--- config.mk ---
export PLATFORM = sky130hd
export DESIGN_NAME = delta_list_task_timer_queue
export DESIGN_NICKNAME = d
export VERILOG_FILES = /design/src/rtl/core/dltq_pkg.sv /design/src/rtl/core/dltq_ram.sv /design/src/rtl/core/dltq_div.sv /design/src/rtl/core/delta_list_task_timer_queue.sv
export SDC_FILE = /design/constraint.sdc
export NUM_CORES = 1
export LEC_CHECK = 0
export ABC_AREA = 1
export BUFFER_PORTS_ARGS = -buffer_cell sky130_fd_sc_hd__clkbuf_2
export CAP_MARGIN = 20
export CORE_AREA = 8 8 477 292
export DETAILED_ROUTE_END_ITERATION = 6
export DIE_AREA = 0 0 485 300
export PLACE_DENSITY_LB_ADDON = 0.25
export SETUP_SLACK_MARGIN = 0.5
export SLEW_MARGIN = 25
export SYNTH_ARGS = -nofsm -noshare
export SYNTH_HDL_FRONTEND = slang
export SYNTH_HIERARCHICAL = 1
export SYNTH_SLANG_ARGS = --single-unit
export TNS_END_PERCENT = 5
--- constraint.sdc ---
create_clock -name clk -period 5.75 [get_ports clk]
set_clock_uncertainty 0.1 [all_clocks]
set_input_delay 1.15 -clock clk [delete_from_list [all_inputs] [get_ports clk]]
set_output_delay 1.15 -clock clk [all_outputs]
set_load 0.01 [all_outputs]
--- src/rtl/core/dltq_pkg.sv ---
// ----------------------------------------------------------------------------
// Delta-list timer queue package
// Request and result types, list entry layout and operation and status codes.
// ----------------------------------------------------------------------------
package dltq_pkg;

  localparam int KIND_W   = 2;
  localparam int HANDLE_W = 8;
  localparam int DELTA_W  = 16;
  localparam int SLOT_W   = 4;
  localparam int STATUS_W = 2;
  localparam int TICK_W   = 10;

  localparam logic [KIND_W-1:0] KIND_TICK     = 2'd0;
  localparam logic [KIND_W-1:0] KIND_ADD      = 2'd1;
  localparam logic [KIND_W-1:0] KIND_DELETE   = 2'd2;
  localparam logic [KIND_W-1:0] KIND_DISPATCH = 2'd3;

  localparam logic [STATUS_W-1:0] ST_DONE    = 2'd0;
  localparam logic [STATUS_W-1:0] ST_FULL    = 2'd1;
  localparam logic [STATUS_W-1:0] ST_IGNORED = 2'd2;
  localparam logic [STATUS_W-1:0] ST_NONE    = 2'd3;

  localparam logic [TICK_W-1:0] TICK_RESET = 10'd10;

  typedef struct packed {
    logic [KIND_W-1:0]   kind;
    logic [HANDLE_W-1:0] task_handle;
    logic [DELTA_W-1:0]  first_delay;
    logic [DELTA_W-1:0]  repeat_period;
    logic [SLOT_W-1:0]   slot;
  } cmd_t;

  typedef struct packed {
    logic [STATUS_W-1:0] status;
    logic [SLOT_W-1:0]   placed_slot;
    logic                fired_valid;
    logic [HANDLE_W-1:0] fired_handle;
  } res_t;

  typedef struct packed {
    logic [HANDLE_W-1:0] handle;
    logic [DELTA_W-1:0]  delta;
    logic [DELTA_W-1:0]  period;
  } entry_t;

endpackage

--- src/rtl/core/dltq_ram.sv ---
// ----------------------------------------------------------------------------
// Generic RAM
// One write port and one read port with registered read data.
// ----------------------------------------------------------------------------
module dltq_ram #(
  parameter int WIDTH = 8,
  parameter int DEPTH = 16
) (
  input  logic                     clk,
  input  logic                     we,
  input  logic [$clog2(DEPTH)-1:0] waddr,
  input  logic [WIDTH-1:0]         wdata,
  input  logic [$clog2(DEPTH)-1:0] raddr,
  output logic [WIDTH-1:0]         rdata
);

  logic [WIDTH-1:0] mem [DEPTH];

  always_ff @(posedge clk) begin
    if (we) begin
      mem[waddr] <= wdata;
    end
    rdata <= mem[raddr];
  end

endmodule

--- src/rtl/core/dltq_div.sv ---
// ----------------------------------------------------------------------------
// Tick divider
// Restoring divider, one quotient bit per cycle; a zero divisor passes the
// dividend through.
// ----------------------------------------------------------------------------
module dltq_div (
  input  logic                         clk,
  input  logic                         rst,
  input  logic                         start,
  input  logic [dltq_pkg::DELTA_W-1:0] dividend,
  input  logic [dltq_pkg::TICK_W-1:0]  divisor,
  output logic                         done,
  output logic [dltq_pkg::DELTA_W-1:0] quotient
);

  localparam int DW = dltq_pkg::DELTA_W;
  localparam int TW = dltq_pkg::TICK_W;

  logic                  busy;
  logic [$clog2(DW)-1:0] cnt;
  logic [TW-1:0]         rem;
  logic [TW-1:0]         dvs;
  logic [TW:0]           trial;
  logic                  fits;

  assign trial = {rem, quotient[DW-1]};
  assign fits  = trial >= {1'b0, dvs};

  always_ff @(posedge clk) begin
    if (rst) begin
      busy <= 1'b0;
      done <= 1'b0;
    end else begin
      done <= 1'b0;
      if (start) begin
        busy <= (divisor != '0);
        done <= (divisor == '0);
      end else if (busy && cnt == '0) begin
        busy <= 1'b0;
        done <= 1'b1;
      end
    end
  end

  always_ff @(posedge clk) begin
    if (start) begin
      quotient <= dividend;
      rem      <= '0;
      dvs      <= divisor;
      cnt      <= '1;
    end else if (busy) begin
      rem      <= fits ? TW'(trial - {1'b0, dvs}) : trial[TW-1:0];
      quotient <= {quotient[DW-2:0], fits};
      cnt      <= cnt - 1'b1;
    end
  end

endmodule

--- src/rtl/core/delta_list_task_timer_queue.sv ---
// ----------------------------------------------------------------------------
// Delta-list timer queue
// Sorted list of timed tasks held in one RAM, worked by a read-modify-write
// sequencer with a shared tick divider.
// ----------------------------------------------------------------------------
// One request is worked at a time; a new one is taken while the previous
// result still waits on the output. All entries sit in a single RAM with
// registered read data, and the sequencer walks the list on that port. A
// tick lowers the head's delta unless it is zero; an idle dispatch finds the
// head's delta not yet zero. A delete moves each entry behind the slot down,
// folding the removed delta into the next. An add runs the divider, walks the
// list, shifts the entries behind the slot up and places the new entry. A
// periodic dispatch is a delete of the head followed by an add. The RAM is
// never cleared: only entries below the count are read for results.
// ----------------------------------------------------------------------------
module delta_list_task_timer_queue #(
  parameter int QUEUE_DEPTH = 16
) (
  input  logic                        clk,
  input  logic                        rst,
  input  logic                        cmd_valid,
  output logic                        cmd_ready,
  input  dltq_pkg::cmd_t              cmd,
  output logic                        res_valid,
  input  logic                        res_ready,
  output dltq_pkg::res_t              res,
  input  logic                        cfg_we,
  input  logic [dltq_pkg::TICK_W-1:0] cfg_wdata
);

  localparam int IW = $clog2(QUEUE_DEPTH);
  localparam int CW = $clog2(QUEUE_DEPTH + 1);
  localparam int SW = (CW > dltq_pkg::SLOT_W) ? CW : dltq_pkg::SLOT_W;
  localparam int EW = $bits(dltq_pkg::entry_t);
  localparam int DW = dltq_pkg::DELTA_W;

  localparam logic [3:0] S_IDLE      = 4'd0;
  localparam logic [3:0] S_DIV       = 4'd1;
  localparam logic [3:0] S_WALK      = 4'd2;
  localparam logic [3:0] S_SHIFT     = 4'd3;
  localparam logic [3:0] S_PLACE     = 4'd4;
  localparam logic [3:0] S_REM_HEAD  = 4'd5;
  localparam logic [3:0] S_REM_SHIFT = 4'd6;
  localparam logic [3:0] S_DISP      = 4'd7;
  localparam logic [3:0] S_TICK      = 4'd8;
  localparam logic [3:0] S_FINISH    = 4'd9;

  logic [3:0]                   state, state_next;
  logic [CW-1:0]                count, count_next;
  logic [IW-1:0]                idx, idx_next;
  logic [IW-1:0]                pos, pos_next;
  logic [DW-1:0]                rem, rem_next;
  logic [DW-1:0]                hold_delta, hold_delta_next;
  logic [dltq_pkg::HANDLE_W-1:0] ins_handle, ins_handle_next;
  logic [DW-1:0]                ins_period, ins_period_next;
  logic                         readd, readd_next;
  logic [dltq_pkg::TICK_W-1:0]  tick_length;
  dltq_pkg::res_t               result, result_next;
  logic                         res_valid_next;
  dltq_pkg::res_t               res_next;

  logic                         ram_we;
  logic [IW-1:0]                ram_waddr;
  dltq_pkg::entry_t             ram_wdata;
  logic [IW-1:0]                ram_raddr;
  logic [EW-1:0]                ram_rdata;
  dltq_pkg::entry_t             rd;

  logic                         div_start;
  logic [DW-1:0]                div_dividend;
  logic                         div_done;
  logic [DW-1:0]                div_quotient;

  logic [IW-1:0]                count_last;
  logic [DW:0]                  fold_sum;
  logic [DW-1:0]                fold_delta;

  assign rd         = dltq_pkg::entry_t'(ram_rdata);
  assign count_last = IW'(count - 1'b1);
  assign fold_sum   = {1'b0, rd.delta} + {1'b0, hold_delta};
  assign fold_delta = fold_sum[DW] ? '1 : fold_sum[DW-1:0];
  assign cmd_ready  = (state == S_IDLE);

  dltq_ram #(
    .WIDTH(EW),
    .DEPTH(QUEUE_DEPTH)
  ) u_ram (
    .clk  (clk),
    .we   (ram_we),
    .waddr(ram_waddr),
    .wdata(ram_wdata),
    .raddr(ram_raddr),
    .rdata(ram_rdata)
  );

  dltq_div u_div (
    .clk     (clk),
    .rst     (rst),
    .start   (div_start),
    .dividend(div_dividend),
    .divisor (tick_length),
    .done    (div_done),
    .quotient(div_quotient)
  );

  always_comb begin
    state_next      = state;
    count_next      = count;
    idx_next        = idx;
    pos_next        = pos;
    rem_next        = rem;
    hold_delta_next = hold_delta;
    ins_handle_next = ins_handle;
    ins_period_next = ins_period;
    readd_next      = readd;
    result_next     = result;
    res_valid_next  = res_valid && !res_ready;
    res_next        = res;
    ram_we          = 1'b0;
    ram_waddr       = idx;
    ram_wdata       = rd;
    ram_raddr       = '0;
    div_start       = 1'b0;
    div_dividend    = ins_period;

    unique case (state)
      S_IDLE: begin
        if (cmd_valid) begin
          result_next = '0;
          readd_next  = 1'b0;
          unique case (cmd.kind)
            dltq_pkg::KIND_TICK: begin
              state_next = (count == '0) ? S_FINISH : S_TICK;
            end
            dltq_pkg::KIND_ADD: begin
              if (count == CW'(QUEUE_DEPTH)) begin
                result_next.status = dltq_pkg::ST_FULL;
                state_next         = S_FINISH;
              end else begin
                ins_handle_next = cmd.task_handle;
                ins_period_next = cmd.repeat_period;
                div_start       = 1'b1;
                div_dividend    = cmd.first_delay;
                state_next      = S_DIV;
              end
            end
            dltq_pkg::KIND_DELETE: begin
              if (SW'(cmd.slot) >= SW'(count)) begin
                result_next.status = dltq_pkg::ST_IGNORED;
                state_next         = S_FINISH;
              end else if (SW'(cmd.slot) == SW'(count) - 1'b1) begin
                count_next = count - 1'b1;
                state_next = S_FINISH;
              end else begin
                pos_next   = IW'(cmd.slot);
                ram_raddr  = IW'(cmd.slot);
                state_next = S_REM_HEAD;
              end
            end
            dltq_pkg::KIND_DISPATCH: begin
              if (count == '0) begin
                result_next.status = dltq_pkg::ST_NONE;
                state_next         = S_FINISH;
              end else begin
                state_next = S_DISP;
              end
            end
          endcase
        end
      end

      S_DIV: begin
        if (div_done) begin
          rem_next = div_quotient;
          idx_next = '0;
          pos_next = '0;
          state_next = (count == '0) ? S_PLACE : S_WALK;
        end
      end

      S_WALK: begin
        if (rem > rd.delta) begin
          rem_next = rem - rd.delta;
          if (idx == count_last) begin
            pos_next   = IW'(count);
            state_next = S_PLACE;
          end else begin
            idx_next  = IW'(idx + 1'b1);
            ram_raddr = IW'(idx + 1'b1);
          end
        end else begin
          hold_delta_next = rd.delta - rem;
          pos_next        = idx;
          idx_next        = count_last;
          ram_raddr       = count_last;
          state_next      = S_SHIFT;
        end
      end

      S_SHIFT: begin
        ram_we    = 1'b1;
        ram_waddr = IW'(idx + 1'b1);
        if (idx == pos) begin
          ram_wdata.delta = hold_delta;
          state_next      = S_PLACE;
        end else begin
          idx_next  = IW'(idx - 1'b1);
          ram_raddr = IW'(idx - 1'b1);
        end
      end

      S_PLACE: begin
        ram_we                  = 1'b1;
        ram_waddr               = pos;
        ram_wdata.handle        = ins_handle;
        ram_wdata.delta         = rem;
        ram_wdata.period        = ins_period;
        count_next              = count + 1'b1;
        result_next.placed_slot = dltq_pkg::SLOT_W'(pos);
        state_next              = S_FINISH;
      end

      S_REM_HEAD: begin
        hold_delta_next = rd.delta;
        idx_next        = IW'(pos + 1'b1);
        ram_raddr       = IW'(pos + 1'b1);
        state_next      = S_REM_SHIFT;
      end

      S_REM_SHIFT: begin
        ram_we    = 1'b1;
        ram_waddr = IW'(idx - 1'b1);
        if (idx == IW'(pos + 1'b1)) begin
          ram_wdata.delta = fold_delta;
        end
        if (idx == count_last) begin
          count_next = count - 1'b1;
          if (readd) begin
            div_start  = 1'b1;
            state_next = S_DIV;
          end else begin
            state_next = S_FINISH;
          end
        end else begin
          idx_next  = IW'(idx + 1'b1);
          ram_raddr = IW'(idx + 1'b1);
        end
      end

      S_DISP: begin
        if (rd.delta != '0) begin
          result_next.status = dltq_pkg::ST_NONE;
          state_next         = S_FINISH;
        end else begin
          result_next.fired_valid  = 1'b1;
          result_next.fired_handle = rd.handle;
          ins_handle_next          = rd.handle;
          ins_period_next          = rd.period;
          readd_next               = (rd.period != '0);
          if (count == CW'(1)) begin
            count_next = '0;
            if (rd.period != '0) begin
              div_start    = 1'b1;
              div_dividend = rd.period;
              state_next   = S_DIV;
            end else begin
              state_next = S_FINISH;
            end
          end else begin
            pos_next        = '0;
            hold_delta_next = '0;
            idx_next        = IW'(1);
            ram_raddr       = IW'(1);
            state_next      = S_REM_SHIFT;
          end
        end
      end

      S_TICK: begin
        if (rd.delta != '0) begin
          ram_we          = 1'b1;
          ram_waddr       = '0;
          ram_wdata.delta = rd.delta - 1'b1;
        end
        state_next = S_FINISH;
      end

      S_FINISH: begin
        if (!res_valid || res_ready) begin
          res_valid_next = 1'b1;
          res_next       = result;
          state_next     = S_IDLE;
        end
      end

      default: begin
        state_next = S_IDLE;
      end
    endcase
  end

  always_ff @(posedge clk) begin
    if (rst) begin
      state       <= S_IDLE;
      count       <= '0;
      res_valid   <= 1'b0;
      tick_length <= dltq_pkg::TICK_RESET;
    end else begin
      state     <= state_next;
      count     <= count_next;
      res_valid <= res_valid_next;
      if (cfg_we) begin
        tick_length <= cfg_wdata;
      end
    end
  end

  always_ff @(posedge clk) begin
    idx        <= idx_next;
    pos        <= pos_next;
    rem        <= rem_next;
    hold_delta <= hold_delta_next;
    ins_handle <= ins_handle_next;
    ins_period <= ins_period_next;
    readd      <= readd_next;
    result     <= result_next;
    res        <= res_next;
  end

  a_count_bound: assert property (@(posedge clk) disable iff (rst)
    state != S_IDLE |-> count <= CW'(QUEUE_DEPTH))
    else $error("Entry count exceeds the queue depth.");

  a_write_states: assert property (@(posedge clk) disable iff (rst)
    ram_we |-> (state == S_SHIFT || state == S_PLACE ||
                state == S_REM_SHIFT || state == S_TICK))
    else $error("RAM written outside a list update.");

  a_count_step: assert property (@(posedge clk) disable iff (rst)
    (!$past(rst) && count != $past(count)) |->
      (count == $past(count) + 1'b1 || count == $past(count) - 1'b1))
    else $error("Entry count moved by more than one.");

  a_div_owner: assert property (@(posedge clk) disable iff (rst)
    div_done |-> state == S_DIV)
    else $error("Divider finished outside the divide state.");

  a_finish_delivers: assert property (@(posedge clk) disable iff (rst)
    (state == S_FINISH && (!res_valid || res_ready)) |=>
      (res_valid && state == S_IDLE))
    else $error("Finished request did not reach the output.");

endmodule
# == After elaboration in Yosys (flattened, before gate mapping) ==
# Memories as Yosys holds them, arrays and structs flattened. A register that Yosys moved wholly into a read port is not among the register bits.
# Index checks and enable logic that the tools add are counted.
# word_totals
ram_bits,640
ff_bits,157
mem_count,1
out_inout_bits,17
# mem_list
memory,words,word_bits,read_ports,rd_clocked_by_memory_dff,write_ports,line_no,text
u_ram.mem,16,40,1,1,1,dltq_ram.sv:17,logic [WIDTH-1:0] mem [DEPTH];
# op_classes
muxes,121
n_lt_le_gt_ge,3
n_eq_ne,37
addsub,11
reduce_logical,35
# ops
operator,n
16-bit two-way mux,22
4-bit two-way mux,37
16-bit one-hot mux with 2 select lines,3
16-bit one-hot mux with 4 select lines,1
16-bit one-hot mux with 3 select lines,1
4-bit one-hot mux with 4 select lines,3
4-bit one-hot mux with 6 select lines,2
8-bit two-way mux,5
4-bit one-hot mux with 9 select lines,1
5-bit two-way mux,7
16-bit nonzero test,2
16-bit subtractor,2
2-bit inequality test (second input constant),14
1-bit two-way mux,23
5-bit one-hot mux with 4 select lines,1
9-bit one-hot mux with 2 select lines,1
16-bit by 16-bit adder with 17-bit output,1
4-bit by 3-bit == test with 1-bit output (second input constant),4
16-bit greater-than comparator,1
8-bit one-hot mux with 2 select lines,1
16-bit by 1-bit subtractor with 16-bit output (second input constant),1
15-bit two-way mux,1
4-bit == test,3
11-bit by 10-bit greater-or-equal comparator with 1-bit output,1
other kinds (46),69

# == Longest topological paths before layout ==
# Gate-level depths: netlist of the first run.
# logic_depth
depth_word,7
depth_mapped,25
mapped_depth_nobuf,21

# == By module ==
# Netlist of the first run, hierarchy kept.
# modules_own_cells
mod,cells_per_inst,area_each_um2,n_inst
dltq_ram,2643,28318.4,1
delta_list_task_timer_queue,1438,10002.1,1
dltq_div,299,2386.0,1

# == Worst setup path after synthesis of the first run ==
# OpenSTA, ideal clock, no wires.
# synth_path
path_kind,register to register
startpoint,register u_ram.rdata[17] (read register of u_ram.mem)
endpoint,memory u_ram/mem[4][0] in the netlist's numbering (enable)
path_stages_with_launch,13
path_slack_ns,1.492
t_arrival_ns,3.721
setup_time_ns,0.438
path_buffers,0
path_cell_list,dfxtp_1 > inv_1 > ha_1 > inv_1 > nor2_1 > nand2_1 > nor2_1 > nand2_1 > inv_1 > a21oi_1 > o221ai_1 > nand3b_1 > nor2_1
# synth_via
elab_chain_cells,5
word_cells_on_any_way,7
# synth_rtl
element,line_no,text
"start, declared",dltq_ram.sv:14,output logic [WIDTH-1:0] rdata
16-bit nonzero test,delta_list_task_timer_queue.sv:280,if (rd.delta != '0) begin
1-bit two-way mux,delta_list_task_timer_queue.sv:280,
1-bit one-hot mux with 2 select lines,delta_list_task_timer_queue.sv:126,unique case (state)
via ram_we,delta_list_task_timer_queue.sv:62,logic ram_we;
1-bit two-way mux,dltq_ram.sv:20,if (we) begin
1-bit two-way mux (implied by the code),dltq_ram.sv:21,mem[waddr] <= wdata;
"end, declared",dltq_ram.sv:17,
# The timed path passes the listed nets, and every way through them passes these cells.

# == Final worst setup path of the first run ==
# layout_path
startpoint,register u_ram.rdata[17] (read register of u_ram.mem)
endpoint,memory u_ram/mem[9][23] in the netlist's numbering (enable)
# Same word-level chain as after synthesis.

==> metrics.txt, run 1 <==
fill cell count=about 14000; FF-to-FF path depth=13; drt first pass iters=6; gr usage total=16.85%; io pins=between 70 and 80; Hold Path Depth=0; CP Data Arrival Time=5130 ps; first-pass GRT wire length=approximately 190000 um; vias per cell=roughly 4.8; Detailed Route WL=between 100000 and 150000 um; slew margin rel.=a little over a quarter; final setup violating endpoints=0; Crit path buffers/inverters=4; RR Startpoint=u_ram/rdata[17]; Skew-Pair Late Insertion Delay=just under 700 ps; post-synthesis register bit count=around 840; DP HPWL=77920 um; critical path, cell by cell=inv_1 > ha_1 > inv_1 > nor2_1 > nand2_1 > nor2_1 > nand2_1 > inv_1 > a21oi_1 > o21ai_0 > nand3b_1 > nor2_4 > buf_4; Die ar.=0.1455 mm^2; most used cell, CP=inv_1; clk slew on worst S/H paths=~70 ps; commonest cells after routing, fill and taps aside=nand2_1 (1294), edfxtp_1 (761), inv_1 (710); Worst Max-Slew Pin Slew=around 1100 ps; Simple-Gate Fraction of Synth Area=between 20% and 30%; fin crit share=84.60%; final RePlAce weighted congestion=about 0.94; Worst Hold Class=flop to flop; site row count=104; CTS tree=built; commonest non-fill, non-tap cell in the layout=nand2_1; final setup TNS=0 ps; crit path max fanout=12; H-tree levels=3; CTS Hold Bufs=0; reg2reg setup slack=approximately 900 ps; final net count=~4600; maximum VDD drop=between 0.0003 and 0.0004 V; Critical Path RT=roughly 6000 ps; layout cells sized above 1=under 10%; Iter 0 DRT Violations=about 3000; gr ovfl total=0; reg2reg end=u_ram/mem[9][23]; post-CTS setup buffer count=0; endpoint of the worst hold path=res[4]; Layout Utilization=approximately a third; Sink Count=about 840; Final Hold Violating Endpoints=0; Port Buffers=77; count of cell types in the netlist=58; Cells after Synth=around 4400; fin crit period=4865 ps; remaining antenna violation count=0; crit path kind=flop to flop; Final Non-Filler Cells=6260; fin worst setup slack=~890 ps; Final Power=between 0.02 and 0.03 W; CTS buffer count=77; Post-Synth Adder-Cell Area=2.441%; EDFF count, synth=between 700 and 800; Pins Over Slew Limit=0; CTS Buffer Depth=3; average wire per standard cell=just over 20 um; Hold Startpoint=result[4]; post-synthesis sequential area ratio=about three fifths; Starting Density=between 30% and 40%; syn_area_per_cell=approximately 9.3 um^2; syn_nets=between 4000 and 5000; DR DRC count=0; Setup crit end kind=flop; RSZ-0062 raised after global routing=false; Area Overhead vs Synth=12.92%; async set-reset flop share out of synthesis=0%; clock root cell=clkbuf_16; status=completed; post-synthesis xor/xnor area fraction=less than 1%; CP max stage delay=about 740 ps; via count=approximately 30000; mux contribution to synthesized area=0%; max-cap viol count=0; leakage power=~19 nW; CP startpoint kind=flop; largest net degree at the start of global routing=between 150 and 200; critical path's slowest cell=nor2_4; Resized cells post-CTS=0; placed insts=6118; largest family of logic cells by synthesized area=simple AND/OR/NAND/NOR gates; Synth warnings=6; Primary FF master, synth=edfxtp_1; Core Area=between 0.1 and 0.15 mm^2; initial antenna violation count=2; maximum clock rate=between 200 and 250 MHz; pwr dens=a little under 600 mW/mm^2; fraction of the mapped netlist area in compound gates=between 5 and 6%; Die W=~490 um; die height=300 um; Synth Cell Area=between 0.04 and 0.05 mm^2; CP delay by family, top=simple AND/OR/NAND/NOR gates; Place WS=between 700 and 800 ps; vias in the first global route=27540
flip-flops by register name, summed over array words and instances, names as in the netlist, 5 cells and up:
name,flops
tick_length,10
u_ram/mem,640
result,15
rem,16
u_div/quotient,16
count,5
u_div/dvs,10
ins_period,16
u_ram/rdata,40
hold_delta,16
u_div/rem,10
ins_handle,8
res,15
metrics by stage:
| stage | cell area, um^2 | hold slack (ps) |
|---|---|---|
| after floorplan | 40710 | 300.3 |
| after global placement | 43450 | 305.9 |
| after detailed placement | 43460 | 308.0 |
| after CTS | 45960 | 323.4 |
| after global routing | 45960 | 337.3 |
| final | 45960 | 321.3 |
cell families after synthesis:
family          Yosys count
simple gates           2158
buf+inv                 903
flops                   837
compound gates          362
fa+ha+maj                77
xor+xnor                 43
cells in the mapped netlist, drive strengths merged, types with 6 or more instances:
cell type	count	area share (%)
o22ai	9	0.14
nor2	178	1.7
nor3	21	0.31
nand3	594	7.4
nand4	33	0.51
xor2	35	0.75
a21o	6	0.11
o211ai	9	0.17
clkbuf	46	0.48
a31oi	7	0.11
xnor2	8	0.17
nand3b	11	0.20
dfxtp	76	3.7
ha	73	2.2
o21ai	161	2.0
inv	718	6.6
edfxtp	761	56
o221ai	24	0.52
a21oi	120	1.5
nand2	1308	12
buf	136	2.1
layer usage:
metal / vias up / share of wire [%] / track usage (%)
li1: 14520 / - / -
met1: 14410 / 50 / 26.50
met2: 1021 / 40 / 23.32
met3: 128 / 8.4 / 4.087
met4: 0 / 1.4 / 3.059
met5: - / 0 / 0
area by class of cell:
class                      instances  area (um^2)  share of cell area [%]
clock inverter                    39        399.1                  0.8684
inverter                         721         2728                   5.934
clock buffer                     102         2102                   4.573
antenna                            1        2.502                0.005444
tap                             1749         2188                   4.761
multi-input combinational       2640        12730                   27.69
timing repair buffer             171         1441                   3.136
sequential                       837        24370                   53.03
where the power goes:
part           internal, W  switching [W]
combinational      0.00329        0.00881
sequential         0.00913       0.000617
clock              0.00283        0.00244
worst reg2reg max path: cells and delay by family, from the launching register on:
| kind | cells | cell delay (ps) |
|---|---|---|
| DFF | 1 | 640 |
| AOI/OAI and AO/OA | 2 | 860 |
| and+or+nand+nor | 6 | 1610 |
| buffers and inverters | 4 | 1010 |
| adders and majority gates | 1 | 330 |
how the worst max path moves through the flow:
| stage | slack (ps) | from | cells past startpoint | endpoint |
|---|---|---|---|---|
| 2_1_floorplan | 1490 | u_ram/rdata[17] | 12 | u_ram/mem[4][0] |
| 3_5_place_dp | 770 | cmd[2] | 19 | u_ram/rdata[28] |
| 6_report | 890 | u_ram/rdata[17] | 13 | u_ram/mem[9][23] |
| 5_1_grt | 530 | u_ram/rdata[17] | 13 | u_ram/mem[5][21] |
| 4_1_cts | 930 | u_ram/rdata[17] | 13 | u_ram/mem[9][23] |
| 3_3_place_gp | 790 | cmd[2] | 19 | u_ram/rdata[28] |
No activity file was read; power rests on OpenSTA's default activity.
==> run 2: changes to the inputs <==
Clock period 5.75 ns to 4.19 ns, I/O delays scaled along.
==> run 2 against run 1 <==
- non-clock buffer count grew 129
- via count grew 1.9%
- utilization is 1.2 points higher
- clock power up 44%
- wire length is 0.93% higher
- worst setup slack got worse by 410 ps
- worst hold slack got worse by 34 ps
- critical endpoint is now u_ram/mem[10][10]
==> metrics.txt, run 2 (synthesis gave the netlist of run 1 again) <==
Crit path buffers/inverters=4 (unchanged); die height=300 um (unchanged); global route hottest layer=met1; met2 Use GR=23.09% (-0.23 points); via count=30660 (+1.9%); Pins Over Slew Limit=0 (unchanged); final instance area=0.04761 mm^2 (+3.6%); drt first pass iters=6 (unchanged); Final Non-Filler Cells=6393 (+2.1%); site row count=104 (unchanged); commonest cells after routing, fill and taps aside=nand2_1 (1292), edfxtp_1 (761), inv_1 (709); worst hold slack=287.8 ps (-33.52 ps); end of the critical path=u_ram/mem[10][10]; fin crit share=88.68% (+4.1 points); Stages on worst setup path=13 (unchanged); RR Startpoint=u_ram/rdata[17]; fin worst setup slack=474.1 ps (-411.4 ps); critical path's slowest cell=o21ai_0; Detailed Route WL=127900 um (+0.93%); Worst Max-Slew Pin Slew=953.8 ps (-142.2 ps); gr ovfl total=0 (unchanged); status=completed; Area Overhead vs Synth=16.97%; leakage power=20.39 nW (+4.6%); initial antenna violation count=4 (+2); Core Area=0.1325 mm^2 (unchanged); CP max stage delay=610 ps (-130 ps); Iter 0 DRT Violations=3298 (+10%); max-cap viol count=0 (unchanged); Port Buffers=77 (unchanged); commonest non-fill, non-tap cell in the layout=nand2_1; DR DRC count=0 (unchanged); crit path kind=flop to flop; Place WS=377.0 ps (-397.1 ps); Critical Path RT=4450 ps (-1560 ps); RSZ-0062 raised after global routing=true; critical path, cell by cell=inv_1 > ha_1 > inv_1 > nor2_1 > nand2_1 > nor2_1 > nand2_1 > inv_1 > a21oi_1 > o21ai_0 > nand2_1 > nor2_4 > buf_12; largest net degree at the start of global routing=64 (-59%); maximum clock rate=269.1 MHz (+31%); final RePlAce weighted congestion=0.9241 (-1.6%); gr usage total=16.70% (-0.15 points); Sink Count=837 (unchanged); clock root cell=clkbuf_16; Worst Hold Class=input pin to flop; largest registers=u_ram/mem x640, u_ram/rdata x40; max reg flops=640 (unchanged); CTS buffer count=77 (unchanged); vias in the first global route=27910 (+1.3%); maximum VDD drop=0.0003436 V (-3.8%); Final Hold Violating Endpoints=0 (unchanged); remaining antenna violation count=0 (unchanged); Layout Utilization=35.94% (+1.2 points); clk slew on worst S/H paths=60 ps (about the same); pwr dens=825.8 mW/mm^2 (+40%); Biggest register=u_ram/mem; Starting Density=30.73% (unchanged); placed insts=6220 (+1.7%); first-pass GRT wire length=186100 um (-0.65%); met3 usage=3.521% (-0.57 points); CP delay by family, top=simple AND/OR/NAND/NOR gates; Worst setup startpoint=u_ram/rdata[17]; crit path max fanout=12 (unchanged); CP Data Arrival Time=3970 ps (-1160 ps); placed instance area=0.04447 mm^2 (+2.3%); FF-to-FF path depth=13 (unchanged); CTS Buffer Depth=3 (unchanged); reg2reg setup slack=470 ps (-410 ps); fin crit period=3716 ps (-1149 ps); reg2reg end=u_ram/mem[10][10]; io pins=78 (unchanged); fill cell count=13390 (-1.1%); H-tree levels=3 (unchanged); final net count=4716 (+2.8%); DP HPWL=81940 um (+5.2%); layout cells sized above 1=10.73% (+2.9 points); Skew-Pair Late Insertion Delay=670 ps (about the same); CP startpoint kind=flop; CTS tree=built; Die ar.=0.1455 mm^2 (unchanged); final setup violating endpoints=0 (unchanged); Die W=485 um (unchanged); met1 Track Usage GR=26.38% (-0.12 points); slew margin rel.=35.74% (+9.1 points); CTS Hold Bufs=0 (unchanged); Setup crit end kind=flop; vias per cell=4.796 (-0.20%); average wire per standard cell=20.00 um (-1.2%)
==> run 2: tightest hold or removal path: stages <==
cell and delay, ps:
clkbuf_2 80, nand2_1 40, nand3_1 60
==> run 2: where the power goes <==
part / switching (W) / internal (W) / leakage (nW)
Sequential: 0.000752 / 0.0125 / 7.53
Combinational: 0.0127 / 0.00579 / 11.6
Clock: 0.00328 / 0.00433 / 1.30
Total: 0.0167 / 0.0226 / 20.4
==> run 2: worst min path at each step <==
stage / start / endpoint / slack, ps / cells after the start
2_1_floorplan: result[0] / res[0] / 300 / 0
3_3_place_gp: result[5] / res[5] / 300 / 0
3_5_place_dp: result[3] / res[3] / 310 / 0
4_1_cts: cfg_wdata[1] / tick_length[1] / 230 / 3
5_1_grt: cfg_wdata[3] / tick_length[3] / 270 / 3
6_report: cfg_wdata[1] / tick_length[1] / 290 / 3
==> run 2: layout make-up <==
cell class | count | area (um^2) | area share (%)
inverter | 721 | 2730 | 5.734
tap | 1749 | 2188 | 4.596
clock buffer | 110 | 2207 | 4.635
multi-input combinational | 2640 | 12780 | 26.83
sequential | 837 | 24380 | 51.20
timing repair buffer | 300 | 2860 | 6.007
antenna | 1 | 2.502 | 0.005256
clock inverter | 34 | 462.9 | 0.9723
timing repair inverter | 1 | 8.758 | 0.01839
==> run 2: metal layers <==
| layer | wire [um] | vias to the layer above |
|---|---|---|
| li1 | - | 14790 |
| met1 | 64370 | 14650 |
| met2 | 50980 | 1097 |
| met3 | 10300 | 126 |
| met4 | 2224 | 0 |
| met5 | 0 | - |
==> run 2: what timing repair did <==
action                                  in CTS  in global routing
endpoints found under the setup margin      44                500
endpoints found under the hold margin        0                  0
resized for setup                            3                 29
setup buffers                                1                 19
cloned                                       2                  6
pin swaps                                    0                  3
==> run 2: stage by stage <==
stage,total power (W),TNS [ps]
2_1_floorplan,0.02402,-21540
4_1_cts,0.03891,0
5_1_grt,0.04171,0
3_3_place_gp,0.03108,0
6_report,0.03932,0
3_5_place_dp,0.03106,0
